$ cat config.mk
export PLATFORM = sky130hd
export DESIGN_NAME = nearest_waypoint_path_truncation_top
export DESIGN_NICKNAME = d
export VERILOG_FILES = /design/src/rtl/core/nwpt_pkg.sv /design/src/rtl/core/nearest_waypoint_path_truncation_top.sv
export SDC_FILE = /design/constraint.sdc
export NUM_CORES = 2
export LEC_CHECK = 0
export BUFFER_PORTS_ARGS = -buffer_cell sky130_fd_sc_hd__buf_2
export CORE_AREA = 2 2 438 440
export DETAILED_ROUTE_END_ITERATION = 7
export DIE_AREA = 0 0 440 442
export PLACE_DENSITY = 0.78
export SLEW_MARGIN = 10
export SYNTH_ARGS = -nofsm -noshare
export SYNTH_HDL_FRONTEND = slang
export SYNTH_SLANG_ARGS = --single-unit
$ cat constraint.sdc
create_clock -name clk -period 16.3 [get_ports clk]
set_clock_uncertainty 0.1 [all_clocks]
set_input_delay 1.63 -clock clk [delete_from_list [all_inputs] [get_ports clk]]
set_output_delay 1.63 -clock clk [all_outputs]
set_load 0.05 [all_outputs]
$ cat src/rtl/core/nwpt_pkg.sv
`timescale 1ns / 1ps

package nwpt_pkg;

	localparam int MAX_WAYPOINTS_DEF = 32;
	localparam int COORD_BITS_DEF    = 24;
	localparam int HEAD_W            = 16;
	localparam int INDEX_W           = 6;
	localparam int KIND_W            = 2;
	localparam int STATUS_W          = 2;

	typedef enum logic [KIND_W-1:0] {
		KIND_CLEAR   = 2'd0,
		KIND_APPEND  = 2'd1,
		KIND_GOAL    = 2'd2,
		KIND_NEAREST = 2'd3
	} kind_t;

	typedef enum logic [STATUS_W-1:0] {
		STATUS_OK    = 2'd0,
		STATUS_EMPTY = 2'd1,
		STATUS_FULL  = 2'd2
	} status_t;

	typedef enum logic [2:0] {
		ST_IDLE,
		ST_SCAN,
		ST_DRAIN,
		ST_EMIT,
		ST_GOAL
	} state_t;

endpackage

$ cat src/rtl/core/nearest_waypoint_path_truncation_top.sv
`timescale 1ns / 1ps
// Clear and append requests are handled as they are accepted; an append to a full table returns one status result.
// A query over n stored waypoints scans them with one shared squarer, squaring dx then dy for each;
// the drain state settles the last compare, then points go out one per cycle unless the output stalls
// (n + 1 points at most); a goal query emits waypoints 0 to k, k the nearest index, then the goal.
// Reset clears the waypoint count and the control state; the waypoint memory is not cleared.
module nearest_waypoint_path_truncation_top #(
	parameter int MAX_WAYPOINTS = nwpt_pkg::MAX_WAYPOINTS_DEF,
	parameter int COORD_BITS    = nwpt_pkg::COORD_BITS_DEF
) (
	input  logic                                clk,
	input  logic                                arst_n,
	input  logic                                in_valid,
	output logic                                in_stall,
	input  logic [nwpt_pkg::KIND_W-1:0]         kind,
	input  logic signed [COORD_BITS-1:0]        pos_x,
	input  logic signed [COORD_BITS-1:0]        pos_y,
	input  logic signed [nwpt_pkg::HEAD_W-1:0]  heading,
	output logic                                out_valid,
	input  logic                                out_stall,
	output logic signed [COORD_BITS-1:0]        out_x,
	output logic signed [COORD_BITS-1:0]        out_y,
	output logic signed [nwpt_pkg::HEAD_W-1:0]  out_heading,
	output logic [nwpt_pkg::INDEX_W-1:0]        point_index,
	output logic                                is_goal,
	output logic [nwpt_pkg::STATUS_W-1:0]       status,
	output logic                                last
);
	import nwpt_pkg::*;

	localparam int IDX_W  = $clog2(MAX_WAYPOINTS);
	localparam int CNT_W  = $clog2(MAX_WAYPOINTS + 1);
	localparam int CB     = COORD_BITS;
	localparam int WORD_W = 2 * CB + HEAD_W;
	localparam int SQ_W   = 2 * CB;

	state_t state_q, state_d;

	logic [WORD_W-1:0] mem [MAX_WAYPOINTS];
	logic [WORD_W-1:0] rd_q;
	logic              mem_we;
	logic              mem_re;
	logic [IDX_W-1:0]  mem_raddr;

	logic [CNT_W-1:0]  count_q;
	logic [CNT_W-1:0]  cnt_last;
	logic              full;
	logic              in_fire;
	logic              out_free;
	kind_t             kind_in;

	logic signed [CB-1:0]     goal_x_q, goal_y_q;
	logic signed [HEAD_W-1:0] goal_h_q;
	logic                     goal_query_q;

	logic signed [CB-1:0]     rd_x, rd_y;
	logic signed [HEAD_W-1:0] rd_h;
	logic signed [CB:0]       dxs, dys, dxn, dyn;
	logic [CB-1:0]            dx_abs, dy_abs, dy_q, mul_a;
	logic [SQ_W-1:0]          prod, sq_q, sqx_q;
	logic [SQ_W:0]            sum, best_d_q;

	logic             ph_q;
	logic [IDX_W-1:0] scan_idx_q, cur_idx_q, cmp_idx_q, best_q, best_next, emit_idx_q;
	logic             cmp_pend_q;
	logic             take;
	logic             scan_at_end, cur_at_end, emit_at_end;
	logic             load_out;
	logic [IDX_W+INDEX_W-1:0] idx_ext;
	logic [CNT_W+INDEX_W-1:0] cnt_ext;

	logic                     out_valid_q;
	logic signed [CB-1:0]     out_x_q, out_y_q;
	logic signed [HEAD_W-1:0] out_h_q;
	logic [INDEX_W-1:0]       out_idx_q;
	logic                     out_goal_q, out_last_q;
	status_t                  out_status_q;

	assign kind_in   = kind_t'(kind);
	assign out_free  = !out_valid_q || !out_stall;
	assign in_fire   = in_valid && !in_stall;
	assign full      = (count_q == CNT_W'(MAX_WAYPOINTS));
	assign cnt_last  = count_q - CNT_W'(1);

	assign rd_x = rd_q[WORD_W-1 -: CB];
	assign rd_y = rd_q[HEAD_W +: CB];
	assign rd_h = rd_q[HEAD_W-1:0];

	assign dxs    = {rd_x[CB-1], rd_x} - {goal_x_q[CB-1], goal_x_q};
	assign dys    = {rd_y[CB-1], rd_y} - {goal_y_q[CB-1], goal_y_q};
	assign dxn    = -dxs;
	assign dyn    = -dys;
	assign dx_abs = dxs[CB] ? dxn[CB-1:0] : dxs[CB-1:0];
	assign dy_abs = dys[CB] ? dyn[CB-1:0] : dys[CB-1:0];
	assign mul_a  = ph_q ? dy_q : dx_abs;
	assign prod   = mul_a * mul_a;

	assign sum       = {1'b0, sqx_q} + {1'b0, sq_q};
	assign take      = cmp_pend_q && ((cmp_idx_q == '0) || (sum < best_d_q));
	assign best_next = take ? cmp_idx_q : best_q;

	assign scan_at_end = (CNT_W'(scan_idx_q) == cnt_last);
	assign cur_at_end  = (CNT_W'(cur_idx_q) == cnt_last);
	assign emit_at_end = (emit_idx_q == best_q);

	assign idx_ext = {{INDEX_W{1'b0}}, emit_idx_q};
	assign cnt_ext = {{INDEX_W{1'b0}}, count_q};

	always_comb begin
		state_d = state_q;
		case (state_q)
			ST_IDLE: begin
				if (in_fire && (kind_in == KIND_GOAL || kind_in == KIND_NEAREST)
						&& count_q != '0)
					state_d = ST_SCAN;
			end
			ST_SCAN: begin
				if (ph_q && cur_at_end)
					state_d = ST_DRAIN;
			end
			ST_DRAIN: state_d = ST_EMIT;
			ST_EMIT: begin
				if (out_free && emit_at_end)
					state_d = goal_query_q ? ST_GOAL : ST_IDLE;
			end
			ST_GOAL: begin
				if (out_free)
					state_d = ST_IDLE;
			end
			default: state_d = ST_IDLE;
		endcase
	end

	always_comb begin
		in_stall  = 1'b1;
		mem_we    = 1'b0;
		mem_re    = 1'b0;
		mem_raddr = '0;
		load_out  = 1'b0;
		case (state_q)
			ST_IDLE: begin
				in_stall = !out_free;
				if (in_fire) begin
					case (kind_in)
						KIND_APPEND: begin
							mem_we   = !full;
							load_out = full;
						end
						KIND_GOAL, KIND_NEAREST: begin
							mem_re   = (count_q != '0);
							load_out = (count_q == '0);
						end
						default: ;
					endcase
				end
			end
			ST_SCAN: begin
				if (!ph_q && !scan_at_end) begin
					mem_re    = 1'b1;
					mem_raddr = scan_idx_q + IDX_W'(1);
				end
			end
			ST_DRAIN: begin
				mem_re    = 1'b1;
				mem_raddr = goal_query_q ? '0 : best_next;
			end
			ST_EMIT: begin
				load_out = out_free;
				if (out_free && !emit_at_end) begin
					mem_re    = 1'b1;
					mem_raddr = emit_idx_q + IDX_W'(1);
				end
			end
			ST_GOAL: load_out = out_free;
			default: ;
		endcase
	end

	always_ff @(posedge clk) begin
		if (mem_we)
			mem[count_q[IDX_W-1:0]] <= {pos_x, pos_y, heading};
		if (mem_re)
			rd_q <= mem[mem_raddr];
	end

	always_ff @(posedge clk or negedge arst_n) begin
		if (!arst_n) begin
			state_q     <= ST_IDLE;
			count_q     <= '0;
			ph_q        <= 1'b0;
			cmp_pend_q  <= 1'b0;
			out_valid_q <= 1'b0;
		end else begin
			state_q <= state_d;
			if (in_fire && kind_in == KIND_CLEAR)
				count_q <= '0;
			else if (mem_we)
				count_q <= count_q + CNT_W'(1);
			if (state_q == ST_SCAN)
				ph_q <= !ph_q;
			else
				ph_q <= 1'b0;
			cmp_pend_q <= (state_q == ST_SCAN) && ph_q;
			if (load_out)
				out_valid_q <= 1'b1;
			else if (!out_stall)
				out_valid_q <= 1'b0;
		end
	end

	always_ff @(posedge clk) begin
		if (in_fire) begin
			goal_x_q     <= pos_x;
			goal_y_q     <= pos_y;
			goal_h_q     <= heading;
			goal_query_q <= (kind_in == KIND_GOAL);
			scan_idx_q   <= '0;
		end
		if (state_q == ST_SCAN) begin
			sq_q <= prod;
			if (!ph_q) begin
				dy_q      <= dy_abs;
				cur_idx_q <= scan_idx_q;
				if (!scan_at_end)
					scan_idx_q <= scan_idx_q + IDX_W'(1);
			end else begin
				sqx_q     <= sq_q;
				cmp_idx_q <= cur_idx_q;
			end
		end
		if (take) begin
			best_q   <= cmp_idx_q;
			best_d_q <= sum;
		end
		if (state_q == ST_DRAIN)
			emit_idx_q <= goal_query_q ? '0 : best_next;
		else if (state_q == ST_EMIT && out_free && !emit_at_end)
			emit_idx_q <= emit_idx_q + IDX_W'(1);
		if (load_out) begin
			case (state_q)
				ST_EMIT: begin
					out_x_q      <= rd_x;
					out_y_q      <= rd_y;
					out_h_q      <= rd_h;
					out_idx_q    <= idx_ext[INDEX_W-1:0];
					out_goal_q   <= 1'b0;
					out_status_q <= STATUS_OK;
					out_last_q   <= emit_at_end && !goal_query_q;
				end
				ST_GOAL: begin
					out_x_q      <= goal_x_q;
					out_y_q      <= goal_y_q;
					out_h_q      <= goal_h_q;
					out_idx_q    <= cnt_ext[INDEX_W-1:0];
					out_goal_q   <= 1'b1;
					out_status_q <= STATUS_OK;
					out_last_q   <= 1'b1;
				end
				default: begin
					out_x_q      <= '0;
					out_y_q      <= '0;
					out_h_q      <= '0;
					out_idx_q    <= '0;
					out_goal_q   <= 1'b0;
					out_status_q <= (kind_in == KIND_APPEND) ? STATUS_FULL : STATUS_EMPTY;
					out_last_q   <= 1'b1;
				end
			endcase
		end
	end

	assign out_valid   = out_valid_q;
	assign out_x       = out_x_q;
	assign out_y       = out_y_q;
	assign out_heading = out_h_q;
	assign point_index = out_idx_q;
	assign is_goal     = out_goal_q;
	assign status      = out_status_q;
	assign last        = out_last_q;

endmodule
==> results.sh <==
export IMPL_status="complete, no violations"
export IMPL_max_freq_mhz=81.0
export IMPL_synth_async_reset_ratio=0.00489
export IMPL_syn_area_sq_um=117000
export IMPL_die_x_microns=440
export IMPL_multi_input_area_sq_um=39300
export IMPL_nFillCells=12900
export IMPL_drt_iter0_drc=11000
export IMPL_tightest_slew_ns=1.20
export IMPL_hp_class="reg -> reg"
export IMPL_crit_type="reg -> reg"
export IMPL_grt_setup_unrepaired="false"
export IMPL_initial_utilization=0.617
export IMPL_antenna_found_initial=33
export IMPL_first_pass_iters=6
export IMPL_rrSetupSlack_ns=3.96
export IMPL_clockBufferDepth=3
export IMPL_grt_pass1_wl_microns=481000
export IMPL_grt_start_max_net_pins=200
export IMPL_die_area_sq_um=194000
export IMPL_relSlewSlack=0.183
export IMPL_crit_path_frequent_cell="fa_1"
export IMPL_cts_buffers=231
export IMPL_dp_hpwl_microns=184000
export IMPL_root_buffer="clkbuf_16"
export IMPL_ys_seq_area_frac=0.629
export IMPL_slowest_delay_ns=0.76
export IMPL_start_kind="flop"
export IMPL_syn_to_final_growth_pct=9.21
export IMPL_rows=160
export IMPL_cts_hold_buf=0
export IMPL_report_final_slew_viol_count=0
export IMPL_synthFlopType="edfxtp_1"
export IMPL_clkLatencyLatePin_ns=0.91
export IMPL_powerDensity_nw_per_um2=95.5
export IMPL_dieHeight_microns=442
export IMPL_ctsResizeCount=0
export IMPL_setup_violations=0
export IMPL_crit_path_top_delay_cell="clkinv_1"
export IMPL_arrival_ns=12.93
export IMPL_synth_nets=10400
export IMPL_synth_warnings=0
export IMPL_cts_tree="yes"
export IMPL_ios=146
export IMPL_globalplace_congestion=0.965
export IMPL_fin_setup_tns_ns=0
export IMPL_period_minus_slack_ns=12.34
export IMPL_power_leakage_nw=48.6
export IMPL_wire_per_inst_microns=26.4
export IMPL_wl_microns=326000
export IMPL_postCtsSetupBuffers=0
export IMPL_hold_slack_ns=0.314
export IMPL_vias=78700
export IMPL_critPathMaxFanout=17
export IMPL_viasPerCell=6.38
export IMPL_grt_pass1_vias=76500
export IMPL_clk_pin_slew_ns=0.06
export IMPL_end_kind="flop"
export IMPL_synth_cell_types=85
export IMPL_synth_seq_cells=2455
export IMPL_holdPathStages=0
export IMPL_cap_viol_max_count=0
export IMPL_design_core_area_sq_um=190000
export IMPL_cp_required_ns=16.89
export IMPL_syn_avg_cell_area_sq_um=12.2
export IMPL_grtUsageTotal=0.333
export IMPL_port_buffers=145
export IMPL_period_share=0.757
export IMPL_final_nets=10400
export IMPL_synth_edf_count=2433
export IMPL_ir_worst_vdd_v=0.0000969
export IMPL_ant_nets=0
export IMPL_regArea_sq_um=73600
export IMPL_drive_gt1_frac=0.0731
export IMPL_hold_viol_final=0
export IMPL_synthCells=9576
export IMPL_drc_errors=0
export IMPL_grt_overflow_total=0
export IMPL_clock_sinks=2455
export IMPL_htree_levels=4
export IMPL_r2r_cells=34
-- cells in the final DEF (no fill, tap or decap), types with 31 or more instances in the layout --
| master | instances |
|---|---|
| a21o_1 | 84 |
| a21oi_1 | 354 |
| a22o_1 | 73 |
| a32o_1 | 60 |
| and3_1 | 33 |
| buf_2 | 145 |
| buf_4 | 124 |
| clkbuf_1 | 54 |
| clkbuf_16 | 231 |
| clkinv_1 | 65 |
| clkinv_2 | 51 |
| edfxtp_1 | 2433 |
| fa_1 | 424 |
| ha_1 | 325 |
| inv_1 | 634 |
| mux2i_1 | 82 |
| nand2_1 | 2110 |
| nand2b_1 | 35 |
| nand3_1 | 1292 |
| nor2_1 | 286 |
| nor2_4 | 38 |
| nor2b_1 | 31 |
| nor3_1 | 98 |
| o21ai_0 | 80 |
| or4_1 | 62 |
| xnor2_1 | 123 |
| xor2_1 | 69 |
-- routing by layer --
| layer | part of all wire | GRT usage | vias to the layer above |
|---|---|---|---|
| met1 | 0.35 | 0.447 | 38600 |
| met4 | 0.054 | 0.163 | 16 |
| met2 | 0.47 | 0.525 | 5214 |
| met5 | 0.00036 | 0 | - |
| li1 | - | - | 33800 |
| met3 | 0.12 | 0.0645 | 985 |
-- per-stage QoR --
stage / cells / instance area, sq um / util / power, mW / setup WS [ns]
floorplan: 9576 / 117000 / - / 7.06 / 5.75
global placement: 11900 / 120000 / 0.635 / 7.13 / 4.30
detailed placement: 11900 / 120000 / 0.635 / 7.13 / 4.15
CTS: 12300 / 128000 / 0.673 / 12.2 / 4.06
global route: 12300 / 128000 / 0.673 / 12.4 / 3.42
finish: 12300 / 128000 / 0.673 / 12.2 / 3.96
-- state kept, by name (all words and copies together) (netlist names), 6 cells and up --
register / flops
mem: 2048
goal_h_q: 16
out_heading: 16
best_d_q: 49
out_y: 24
count_q: 6
sqx_q: 47
point_index: 6
dy_q: 24
rd_q: 64
out_x: 24
sq_q: 47
goal_x_q: 24
goal_y_q: 24
-- synthesized netlist by cell type, types with 18 or more instances --
| cell type | n | share of area |
|---|---|---|
| edfxtp_1 | 2433 | 0.63 |
| nand2_1 | 2114 | 0.068 |
| nand3_1 | 1292 | 0.055 |
| inv_1 | 636 | 0.020 |
| fa_1 | 424 | 0.073 |
| clkbuf_1 | 366 | 0.012 |
| a21oi_1 | 355 | 0.015 |
| ha_1 | 325 | 0.035 |
| nor2_1 | 321 | 0.010 |
| xnor2_1 | 123 | 0.0092 |
| nor3_1 | 98 | 0.0042 |
| mux2i_1 | 87 | 0.0074 |
| a21o_1 | 84 | 0.0054 |
| o21ai_0 | 82 | 0.0035 |
| a22o_1 | 73 | 0.0055 |
| buf_2 | 72 | 0.0031 |
| xor2_1 | 69 | 0.0052 |
| or4_1 | 62 | 0.0040 |
| a32o_1 | 60 | 0.0051 |
| buf_1 | 41 | 0.0013 |
| nand2b_1 | 35 | 0.0019 |
| and3_1 | 33 | 0.0018 |
| nor2b_1 | 31 | 0.0017 |
| or2_2 | 24 | 0.0013 |
| nand4_1 | 23 | 0.0012 |
| a31oi_1 | 20 | 0.0011 |
| o21a_1 | 18 | 0.0012 |
| o31ai_1 | 18 | 0.0012 |
-- where the power goes --
group	internal (mW)	switching, mW	total [mW]
registers	6.92	0	6.92
logic	0.00621	0.0736	0.0798
clock network	2.82	2.37	5.19
-- path summary, 6_finish.rpt --
kind,to,startpoint
min,sqx_q[14],sq_q[14]
max in group asynchronous,count_q[4],arst_n
min reg2reg,sqx_q[14],sq_q[14]
min in group asynchronous,ph_q,arst_n
max,sq_q[44],rd_q[46]
max reg2reg,sq_q[44],rd_q[46]
-- kinds of logic after synthesis --
group | after synthesis | synth area share
adder cells (fa/ha/maj) | 749 | 0.107
multiplexers | 103 | 0.00918
XOR/XNOR | 193 | 0.0146
flip-flops | 2455 | 0.629
AO/OA/AOI/OAI | 846 | 0.0484
buffers and inverters | 1133 | 0.0375
AND/OR/NAND/NOR | 4097 | 0.154
-- cell type report --
type	count	share of cell area
clock inverter	152	0.00993
tap	2511	0.0246
sequential	2455	0.576
multi-input combinational	5988	0.308
inverter	642	0.0189
timing repair buffer	281	0.0149
clock buffer	285	0.0469
antenna	18	0.000353
-- worst max-delay path: cells and delay by family, from the launching register on --
family	cells	cell delay [ns]
mux	1	0.52
fa+ha+maj	9	4.32
xor+xnor	1	0.17
compound gates	9	2.44
flops	1	0.41
buf+inv	3	0.87
simple gates	11	3.28
Note: power is estimated with default switching activity, not from simulation.
